**src/sv/ttc_pkg.sv**
```systemverilog
// Shared widths, types and constants of the triangle tangent block.
package ttc_pkg;

  // Coordinate format: signed fixed point with FRAC_W fraction bits
  localparam int COORD_W = 32;
  localparam int FRAC_W  = 16;

  // Derived widths of the datapath
  localparam int DELTA_W = COORD_W + 1;
  localparam int PROD_W  = 2 * DELTA_W;
  localparam int DIFF_W  = PROD_W + 1;
  localparam int MAG_W   = DIFF_W;
  localparam int SHF_W   = MAG_W + FRAC_W;
  localparam int HIGH_W  = SHF_W - COORD_W;
  localparam int CNT_W   = $clog2(COORD_W);

  typedef logic signed [COORD_W-1:0] coord_t;
  typedef logic signed [DELTA_W-1:0] delta_t;
  typedef logic signed [PROD_W-1:0]  prod_t;
  typedef logic signed [DIFF_W-1:0]  diff_t;
  typedef logic        [MAG_W-1:0]   mag_t;

  // Corner codes
  typedef logic [1:0] corner_t;
  localparam corner_t CORNER_FIRST  = 2'd0;
  localparam corner_t CORNER_SECOND = 2'd1;
  localparam corner_t CORNER_LAST   = 2'd2;

  // Saturation limits of a coordinate
  localparam coord_t COORD_MAX = {1'b0, {(COORD_W-1){1'b1}}};
  localparam coord_t COORD_MIN = {1'b1, {(COORD_W-1){1'b0}}};

  // Divider request and response
  typedef struct packed {
    logic  start;
    diff_t num;
    diff_t den;
  } div_req_t;

  typedef struct packed {
    logic   done;
    coord_t quot;
  } div_rsp_t;

endpackage

```
**src/sv/ttc_div.sv**
```systemverilog
// Iterative signed divider: saturated (num * 2^FRAC_W) / den, one quotient bit a cycle.
module ttc_div (
  input  logic              clk,
  input  logic              rst_n,
  input  ttc_pkg::div_req_t req,
  output ttc_pkg::div_rsp_t rsp
);

  typedef enum logic [3:0] {
    DV_IDLE  = 4'b0001,
    DV_CHECK = 4'b0010,
    DV_RUN   = 4'b0100,
    DV_FIN   = 4'b1000
  } dv_state_t;

  dv_state_t                    state_r;
  ttc_pkg::mag_t                mn_r;
  ttc_pkg::mag_t                md_r;
  ttc_pkg::mag_t                rem_r;
  logic [ttc_pkg::COORD_W-1:0]  q_r;
  logic [ttc_pkg::CNT_W-1:0]    cnt_r;
  logic                         neg_r;
  logic                         ovf_r;
  logic                         done_r;
  ttc_pkg::coord_t              quot_r;

  logic [ttc_pkg::SHF_W-1:0]    shf;
  ttc_pkg::mag_t                high;
  logic [ttc_pkg::MAG_W:0]      trial;
  logic                         trial_ge;
  logic [ttc_pkg::MAG_W:0]      trial_sub;
  logic                         sat;
  ttc_pkg::coord_t              quot_nxt;

  // Scale the numerator and split off the part above the quotient bits
  always_comb begin
    shf  = {mn_r, {ttc_pkg::FRAC_W{1'b0}}};
    high = ttc_pkg::MAG_W'(shf[ttc_pkg::SHF_W-1:ttc_pkg::COORD_W]);
  end

  // One restoring step
  always_comb begin
    trial     = {rem_r, q_r[ttc_pkg::COORD_W-1]};
    trial_ge  = trial >= {1'b0, md_r};
    trial_sub = trial - {1'b0, md_r};
  end

  // Apply sign and saturate
  always_comb begin
    if (neg_r) begin
      sat      = ovf_r || (q_r > {1'b1, {(ttc_pkg::COORD_W-1){1'b0}}});
      quot_nxt = sat ? ttc_pkg::COORD_MIN : ttc_pkg::coord_t'(-q_r);
    end else begin
      sat      = ovf_r || q_r[ttc_pkg::COORD_W-1];
      quot_nxt = sat ? ttc_pkg::COORD_MAX : ttc_pkg::coord_t'(q_r);
    end
  end

  // Sequence the division
  always_ff @(posedge clk) begin
    if (!rst_n) begin
      state_r <= DV_IDLE;
      done_r  <= 1'b0;
    end else begin
      done_r <= 1'b0;
      unique case (state_r)
        DV_IDLE: begin
          if (req.start) begin
            neg_r   <= req.num[ttc_pkg::DIFF_W-1] ^ req.den[ttc_pkg::DIFF_W-1];
            mn_r    <= req.num[ttc_pkg::DIFF_W-1] ? ttc_pkg::mag_t'(-req.num)
                                                   : ttc_pkg::mag_t'(req.num);
            md_r    <= req.den[ttc_pkg::DIFF_W-1] ? ttc_pkg::mag_t'(-req.den)
                                                   : ttc_pkg::mag_t'(req.den);
            state_r <= DV_CHECK;
          end
        end
        DV_CHECK: begin
          ovf_r   <= high >= md_r;
          rem_r   <= high;
          q_r     <= shf[ttc_pkg::COORD_W-1:0];
          cnt_r   <= ttc_pkg::CNT_W'(ttc_pkg::COORD_W - 1);
          state_r <= (high >= md_r) ? DV_FIN : DV_RUN;
        end
        DV_RUN: begin
          rem_r <= trial_ge ? trial_sub[ttc_pkg::MAG_W-1:0] : trial[ttc_pkg::MAG_W-1:0];
          q_r   <= {q_r[ttc_pkg::COORD_W-2:0], trial_ge};
          cnt_r <= cnt_r - 1'b1;
          if (cnt_r == '0) begin
            state_r <= DV_FIN;
          end
        end
        DV_FIN: begin
          quot_r  <= quot_nxt;
          done_r  <= 1'b1;
          state_r <= DV_IDLE;
        end
        default: begin
          state_r <= DV_IDLE;
        end
      endcase
    end
  end

  assign rsp.done = done_r;
  assign rsp.quot = quot_r;

  // Remainder stays below the divisor while iterating
  a_rem_bound: assert property (@(posedge clk) disable iff (!rst_n)
    (state_r == DV_RUN) |-> (rem_r < md_r))
    else $error("divider remainder not below divisor");

  // Done is a single-cycle pulse
  a_done_pulse: assert property (@(posedge clk) disable iff (!rst_n)
    done_r |=> !done_r)
    else $error("divider done held for more than one cycle");

  // Done follows the final step only
  a_done_src: assert property (@(posedge clk) disable iff (!rst_n)
    done_r |-> $past(state_r == DV_FIN))
    else $error("divider done without final step");

endmodule

```
**config.mk**
```make
export PLATFORM = sky130hd
export DESIGN_NAME = ttc_div
export DESIGN_NICKNAME = d
export VERILOG_FILES = /design/src/sv/ttc_pkg.sv /design/src/sv/ttc_div.sv
export SDC_FILE = /design/constraint.sdc
export NUM_CORES = 1
export LEC_CHECK = 0
export BUFFER_PORTS_ARGS = -buffer_cell sky130_fd_sc_hd__buf_4
export CORE_ASPECT_RATIO = 0.9
export CORE_MARGIN = 4
export CORE_UTILIZATION = 45
export DETAILED_ROUTE_END_ITERATION = 8
export GPL_ROUTABILITY_DRIVEN = 0
export PLACE_DENSITY = 0.61
export REMOVE_ABC_BUFFERS = 1
export SYNTH_ARGS = -nofsm -noshare
export SYNTH_HDL_FRONTEND = slang
export SYNTH_SLANG_ARGS = --single-unit
```
**constraint.sdc**
```tcl
create_clock -name clk -period 29.1 [get_ports clk]
set_input_delay 5.82 -clock clk [delete_from_list [all_inputs] [get_ports clk]]
set_output_delay 5.82 -clock clk [all_outputs]
set_load 0.02 [all_outputs]
```
======== After elaboration in Yosys (flattened, before gate mapping) ========
Index checks and enable logic that the tools add are counted.
Widths: inputs -> output; s select.
storage, ports and cells
  bits in registers ....................... 277
  input bits .............................. 137
  output and inout port bits .............. 33
  word-level logic and storage cells ...... 50
operators by class
  add/sub/neg operators ................... 5
  $lt $le $gt $ge ......................... 3
  equality and inequality tests ........... 6
  muxes and demuxes ....................... 14
  bitwise gates (word level) .............. 1
  reduce and logical (&&, ||, !) cells .... 9
operators with widths
  cell                  number
  $neg 67->67           2
  $pmux 67 s2           1
  $mux 66               2
  $mux 32               3
  $ge 68x67->1          1
  $ge 51x67->1          1
  $mux 67               1
  $sub 67x67->67        1
  $pmux 32 s2           1
  $gt 32x32->1 const B  1
  $neg 32->32           1
  $mux 4                3
  $pmux 4 s3            1
  $pmux 5 s2            1
  $reduce_and 2->1      4
  $logic_not 5->1       1
  $sub 5x1->5 const B   1
  $eq 4x1->1 const B    1
  $eq 4x2->1 const B    1
  $eq 4x3->1 const B    1
  $eq 4x4->1 const B    1
  $ne 2x2->1 const B    2
  $reduce_and 3->1      1
  $logic_or 1x1->1      2
  other kinds (3)       3

======== Longest topological paths before layout ========
Gate-level depths: netlist (run 1).
  depth in word-level cells ............... 4
  gate-level depth with buffers ........... 15

======== Worst setup path after synthesis (run 1) ========
Ideal clock, no wire load.
  path type ............................... input port to flip-flop
  start point ............................. input req[134] in the netlist's numbering
  end point ............................... register md_r[0] (enable)
  library setup time ...................... 1.007 ns
  arrival ................................. 19.707 ns
  data required time ...................... 28.093 ns
  slack ................................... 8.386 ns
  stages .................................. 2
  cell sequence ........................... nand3b_1 > nor4b_1
between the ends
  longest elaborated chain between the ends .. 1
RTL lines
  element                            RTL line       text
  start, declared                    ttc_div.sv:5   input ttc_pkg::div_req_t req,
  $reduce_and 3->1 (no source line)  -
  end signal, assigned               ttc_div.sv:72  md_r <= req.den[ttc_pkg::DIFF_W-1] ? ttc_pkg::mag_t'(-req.den)
  end, declared                      ttc_div.sv:18  ttc_pkg::mag_t md_r;
No other way between the ends.
A chain may end at the register's enable or synchronous reset.

======== Worst setup path after layout (run 1) ========
  start point ............................. input req[73] in the netlist's numbering
  end point ............................... register mn_r[65] (data pin)
between the ends
  longest elaborated chain between the ends .. 2
RTL lines
  element               RTL line       text
  $neg 67->67           ttc_div.sv:70  mn_r <= req.num[ttc_pkg::DIFF_W-1] ? ttc_pkg::mag_t'(-req.num)
  $mux 66               ttc_div.sv:70
  end signal, assigned  ttc_div.sv:70
  end, declared         ttc_div.sv:17  ttc_pkg::mag_t mn_r;
No other way between the ends.

==> reports/summary.txt, run 1 <==
Outcome -> completed
Main synth FF type -> edfxtp_1
Post-synth top area share -> 42.0%
Final Skew -> 0.0247 ns
Drt initial violations -> 1504
Synth area leaders -> edfxtp_1 42%, ha_1 7.9%, xnor2_1 7.5%
Maximum vdd drop -> 0.0454 mV
Number of synthesized flops with an enable pin -> 272
Max transition margin -> 27.6%
Total power -> 993 uW
Antenna cells -> 0
Vias per Instance -> 5.87
Vias in the first global route -> 15310
Final setup TNS -> 0 ns
Dpl hpwl -> 40.0 mm
Largest net degree at the start of global routing -> 75
Die ar. -> 46600 um2
Area Overhead vs Synth -> 13.9%
First-pass GRT wire length -> 83.2 mm
Max Fclk -> 0.107 GHz
Setup Viol. Count Final -> 0
Syn Inst Count -> 2037
RSZ-0062 raised after global routing -> false
Clk Latency, worst-skew pair -> 0.60 ns
Number of fill cells -> 3857
CTS H-Tree Depth -> 1
Setup WS post-layout -> 19.72 ns
Global Route Usage Sum -> 22.2%
Fin nets -> 2419
Max-slew violation count -> 0
Initial antenna violation count -> 0
DR vias -> 16013
Synth cell types -> 72
Clock sink count -> 277
# resized after CTS -> 0
Total core area -> 42200 um2
# DRC -> 0
Clk slew on worst S/H paths -> 0.06 ns
Hold path depth -> 2
Final core utilization -> 52.5%
Clock root cell -> clkbuf_16
Number of synthesized register bits -> 277
Fin crit period -> 9.38 ns
Worst Tran Pin Value -> 1.09 ns
Fin area -> 22100 um2
Worst-case reg-to-reg path depth -> 13
Total gr overflow -> 0
Pre-CTS WS -> 19.19 ns
I/O Buffers -> 169
CTS Hold Buffers Added -> 0
Clock Path Buffers -> 3
Largest fanout on the critical path -> 6
Post-DR wirelength/cell -> 19.4 um
Syn Area/Cell -> 9.54 um2
Area leader, netlist -> edfxtp_1
Placed standard-cell area -> 21200 um2
Routed wire length -> 52.8 mm
# rows -> 71
Die Ht -> 205 um
WS Path Type -> input pin to flop
Mapped cell area -> 19400 um2
Worst EP arrival -> 9.72 ns
Final Cycle Share -> 32.2%
Crit path capture type -> flop
Synth warn -> 0
Number of routed nets with antenna violations -> 0
Sequential fraction of the synthesis area -> 42.5%
Ports -> 170
Power Density -> 44.8 nW/um2
Post-CTS Setup Repair Bufs -> 0
Starting Density -> 46.1%
Async set or reset register ratio after synthesis -> 0%
WP data required -> 29.44 ns
Final Hold Fails -> 0
Drt pass-1 iters -> 6
Startpoint types -> input pin
Die outline width -> 227 um
Pleak -> 0.00844 uW
Share of cells above drive strength 1 -> 12.1%
CTS tree -> done
Number of max-cap violations -> 0
Num CTS Buffers -> 31
Worst hold path type -> flop to flop
## per-stage QoR
step | hold WS (ns) | instances
final | 0.513 | 2729
after global routing | 0.539 | 2729
after CTS | 0.519 | 2729
after detailed placement | 0.504 | 2673
after global placement | 0.505 | 2673
after floorplan | 0.469 | 1946
## report_power, final
part,internal (uW),switching [uW],total (uW)
Sequential,456,7.29,463
Combinational,64.4,87.1,152
Clock,214,165,378
## Yosys cell counts, drive strengths merged (19+ instances only)
cell    instances
clkbuf         83
nor3           56
xnor2         166
o21ai         162
a21oi         142
nor4           21
o21bai         22
nand2         251
o311ai         25
or3            29
nand4          45
ha            122
inv           115
mux2i          37
a21o           46
nor2           85
o31ai          48
nand3          26
xor2           19
or4            31
and2           21
edfxtp        272
o41ai          32
## registers in the layout, summed over array words and instances, names as in the netlist
register / count
done_r: 1
q_r: 32
rem_r: 67
cnt_r: 5
ovf_r: 1
md_r: 67
state_r: 4
quot_r: 32
mn_r: 67
neg_r: 1
## worst paths after layout
| path | slack, ns | start | end |
|---|---|---|---|
| min reg2reg | 0.51 | mn_r[10] | q_r[26] |
| min | 0.51 | mn_r[10] | q_r[26] |
| max reg2reg | 23.70 | q_r[31] | rem_r[58] |
| max | 19.72 | req[73] | mn_r[65] |
## critical path, cell delays in order
cell     delay [ns]
buf_4          0.12
or4_4          0.56
nor4_1         0.66
nand4_1        0.54
or4_1          0.66
or3_1          0.45
or3_1          0.45
o41ai_1        0.34
xnor2_1        0.11
## cells by family (layout without fill, tap and decap cells)
logic type / Yosys count / count (layout) / share of synthesized area [%]
compound gates: 578 / 578 / 19.1
simple gates: 631 / 631 / 16.1
fa+ha+maj: 123 / 123 / 7.96
flops: 277 / 277 / 42.5
xor+xnor: 185 / 185 / 8.34
mux: 37 / 37 / 1.91
buf+inv: 206 / 351 / 4.00
## final cells by class
type                            instances  area (um2)  share of cell area (%)
Clock buffer                           39         806                    3.64
Clock inverter                         17         150                   0.678
Inverter                              115         432                    1.95
Multi-Input combinational cell       1554       10400                    47.2
Sequential cell                       277        8270                    37.3
Tap cell                              547         684                    3.09
Timing Repair Buffer                  180        1350                    6.10
## cells in the final DEF, fill, tap and decap left out, types with 7 or more instances in the layout
cell type / n
or3_4: 7
clkbuf_1: 8
buf_4: 180
a211oi_1: 11
nand2_1: 250
nor3_1: 54
edfxtp_1: 272
nor2_1: 85
clkinv_2: 7
o21a_1: 14
o41ai_1: 30
or3_1: 22
and3_1: 12
a21o_1: 46
inv_1: 115
and2_1: 20
a21boi_0: 8
nor2b_1: 8
o31ai_1: 45
nand2b_1: 17
o211ai_1: 10
a21oi_1: 142
xor2_1: 19
o311ai_0: 25
o21bai_1: 22
a31oi_1: 13
o21ai_0: 162
clkbuf_16: 31
or2_2: 10
nor4_1: 20
nand3_1: 26
ha_1: 122
or4_1: 27
mux2i_1: 37
xnor2_1: 166
nand4_1: 45
## layer usage
metal,global-route usage (%),vias up,part of all wire (%)
met2,34.1,465,44
met1,33.6,7614,48
met3,3.18,68,6.3
met4,4.19,0,2.0
li1,-,7866,-
met5,0,-,0
Note: power is estimated with default switching activity, not from simulation.
==> run 2: changes to the inputs <==
- clock period: 29.1 -> 9.7 ns (I/O delays scaled with it)
==> reports/summary.txt, run 2 (synthesized netlist as in run 1, its figures left out) <==
Outcome -> completed
Clock sink count -> 277 (unchanged)
CTS Hold Buffers Added -> 0 (unchanged)
Post-DR wirelength/cell -> 19.4 um (+0.15%)
Clk Latency, worst-skew pair -> 0.57 ns (-0.03 ns)
Number of routed nets with antenna violations -> 0 (unchanged)
P_int -> 2250 uW (+210%)
Max Fclk -> 0.183 GHz
Fin nets -> 2418 (-0.041%)
Switching Power -> 764 uW (+190%)
Routed wire length -> 52.9 mm (about the same)
Share of cells above drive strength 1 -> 12.2% (+0.15 points)
I/O Buffers -> 169 (unchanged)
Worst-case reg-to-reg path depth -> 13 (unchanged)
Fin area -> 22200 um2 (+0.21%)
Setup Viol. Count Final -> 0 (unchanged)
Max-slew violation count -> 0 (unchanged)
CTS H-Tree Depth -> 1 (unchanged)
Maximum vdd drop -> 0.108 mV (+140%)
Vias in the first global route -> 15235 (-0.49%)
Commonest non-fill, non-tap cell in the layout -> edfxtp_1
Post-CTS Setup Repair Bufs -> 0 (unchanged)
Top Family by Delay on Critical Path -> simple AND/OR/NAND/NOR gates
Pleak -> 0.00846 uW (+0.24%)
CP endpoint -> mn_r[65]
Clk slew on worst S/H paths -> 0.07 ns (about the same)
Antenna cells -> 0 (unchanged)
RR Endpoint -> rem_r[61]
Sw Ratio -> 25.3% (-0.78 points)
Setup WS post-layout -> 4.24 ns (-15.49 ns)
Startpoint types -> input pin
Clock root cell -> clkbuf_16
Slowest CP cell -> or4_1
Initial antenna violation count -> 0 (unchanged)
# resized after CTS -> 0 (unchanged)
Ports -> 170 (unchanged)
Seq pwr share -> 46.0% (-0.6 points)
Worst Tran Pin Value -> 1.10 ns (+0.0167 ns)
Worst EP arrival -> 5.78 ns (-3.94 ns)
Total gr overflow -> 0 (unchanged)
Largest fanout on the critical path -> 6 (unchanged)
Drt pass-1 iters -> 5 (-1)
Global Route Usage Sum -> 21.9% (-0.29 points)
Final core utilization -> 52.6% (+0.11 points)
Placed standard-cell area -> 21200 um2 (unchanged)
Most frequent CP cell -> or3_1
CTS tree -> done
Max transition margin -> 26.5% (-1.1 points)
Final Cycle Share -> 56.3%
WP data required -> 10.02 ns (-19.42 ns)
FF-to-FF Start -> q_r[31]
Worst-path cell chain -> buf_4 > or4_4 > nor4_1 > nand4_1 > or4_1 > or3_1 > or3_1 > o41ai_1 > xnor2_1
Commonest cells after routing, fill and taps aside -> 272 x edfxtp_1, 250 x nand2_1, 180 x buf_4, 166 x xnor2_1, 162 x o21ai_0
Instance count on the critical path -> 9 (unchanged)
Dpl hpwl -> 39.9 mm (-0.30%)
WS Path Type -> input pin to flop
Total core area -> 42200 um2 (unchanged)
Area Overhead vs Synth -> 14.1%
First-pass GRT wire length -> 82.2 mm (-1.2%)
# DRC -> 0 (unchanged)
Clock network power share -> 38.9% (+0.8 points)
Internal reg-to-reg setup slack -> 4.25 ns (-19.45 ns)
Starting Density -> 46.1% (unchanged)
Buf+Inv Stages, Crit Path -> 1 (unchanged)
Crit path capture type -> flop
RSZ-0062 raised after global routing -> false
Die Ht -> 205 um (unchanged)
Final Hold Fails -> 0 (unchanged)
Drt initial violations -> 1527 (+1.5%)
Clock Path Buffers -> 3 (unchanged)
DR vias -> 16162 (+0.93%)
Largest net degree at the start of global routing -> 75 (unchanged)
Pre-CTS WS -> 3.66 ns (-15.53 ns)
Crit-path max cell delay -> 0.66 ns (about the same)
Final Skew -> 0.0225 ns (-0.00223 ns)
# rows -> 71 (unchanged)
Crit path launch -> req[73]
Fin crit period -> 5.46 ns
Die ar. -> 46600 um2 (unchanged)
Worst hold path type -> flop to flop
Power Density -> 136 nW/um2 (+200%)
Num CTS Buffers -> 30 (-3.2%)
Die outline width -> 227 um (unchanged)
Largest regs -> md_r: 67 flops, mn_r: 67 flops, rem_r: 67 flops
Number of fill cells -> 3855 (-0.052%)
Power share of the combinational group -> 15.1% (-0.2 points)
Vias per Instance -> 5.93 (+1.0%)
Number of max-cap violations -> 0 (unchanged)
[run 2: power groups by stage]
| stage | registers, uW | clock network [uW] | logic, uW |
|---|---|---|---|
| 3_3_place_gp | 1410 | 0 | 443 |
| 5_1_grt | 1390 | 1250 | 506 |
| 6_report | 1390 | 1170 | 455 |
| 4_1_cts | 1390 | 1200 | 453 |
| 3_5_place_dp | 1410 | 0 | 451 |
| 2_1_floorplan | 1420 | 0 | 291 |
[run 2: how the worst min path moves through the flow]
stage,depth (start not counted),to,slack (ns),start
4_1_cts,2,q_r[24],0.52,mn_r[8]
3_5_place_dp,2,q_r[24],0.50,mn_r[8]
2_1_floorplan,1,done_r,0.47,state_r[0]
3_3_place_gp,2,q_r[24],0.51,mn_r[8]
5_1_grt,2,q_r[24],0.54,mn_r[8]
6_report,2,q_r[20],0.52,mn_r[4]
[run 2: cell type report]
class                   instances  area [um2]  area share, %
inverters                     115         432           1.95
clock inverters                17         196          0.885
flip-flops and latches        277        8270           37.3
multi-input cells            1554       10400           47.1
well taps                     547         684           3.08
repair buffers                180        1350           6.09
clock buffers                  37         807           3.64
[run 2: layer usage]
metal | GRT usage (%) | vias to the layer above | routed length [um]
met4 | 3.69 | 0 | 846
li1 | - | 7877 | -
met3 | 3.27 | 61 | 3630
met1 | 33.1 | 7731 | 25100
met2 | 33.9 | 493 | 23300
met5 | 0 | - | 0
[run 2: tightest hold or removal path, delay by kind of cell (launching register included)]
kind             cells  cell delay [ns]
DFF                  1             0.32
and+or+nand+nor      2             0.10
[run 2: per-stage QoR]
| stage | TNS [ns] | cells | power, uW | hold slack (ns) |
|---|---|---|---|---|
| 5_1_grt | 0 | 2727 | 3150 | 0.541 |
| 2_1_floorplan | -963.12 | 1946 | 1710 | 0.469 |
| 6_report | 0 | 2727 | 3020 | 0.515 |
| 3_5_place_dp | 0 | 2673 | 1860 | 0.503 |
| 4_1_cts | 0 | 2727 | 3040 | 0.520 |
| 3_3_place_gp | 0 | 2673 | 1860 | 0.506 |
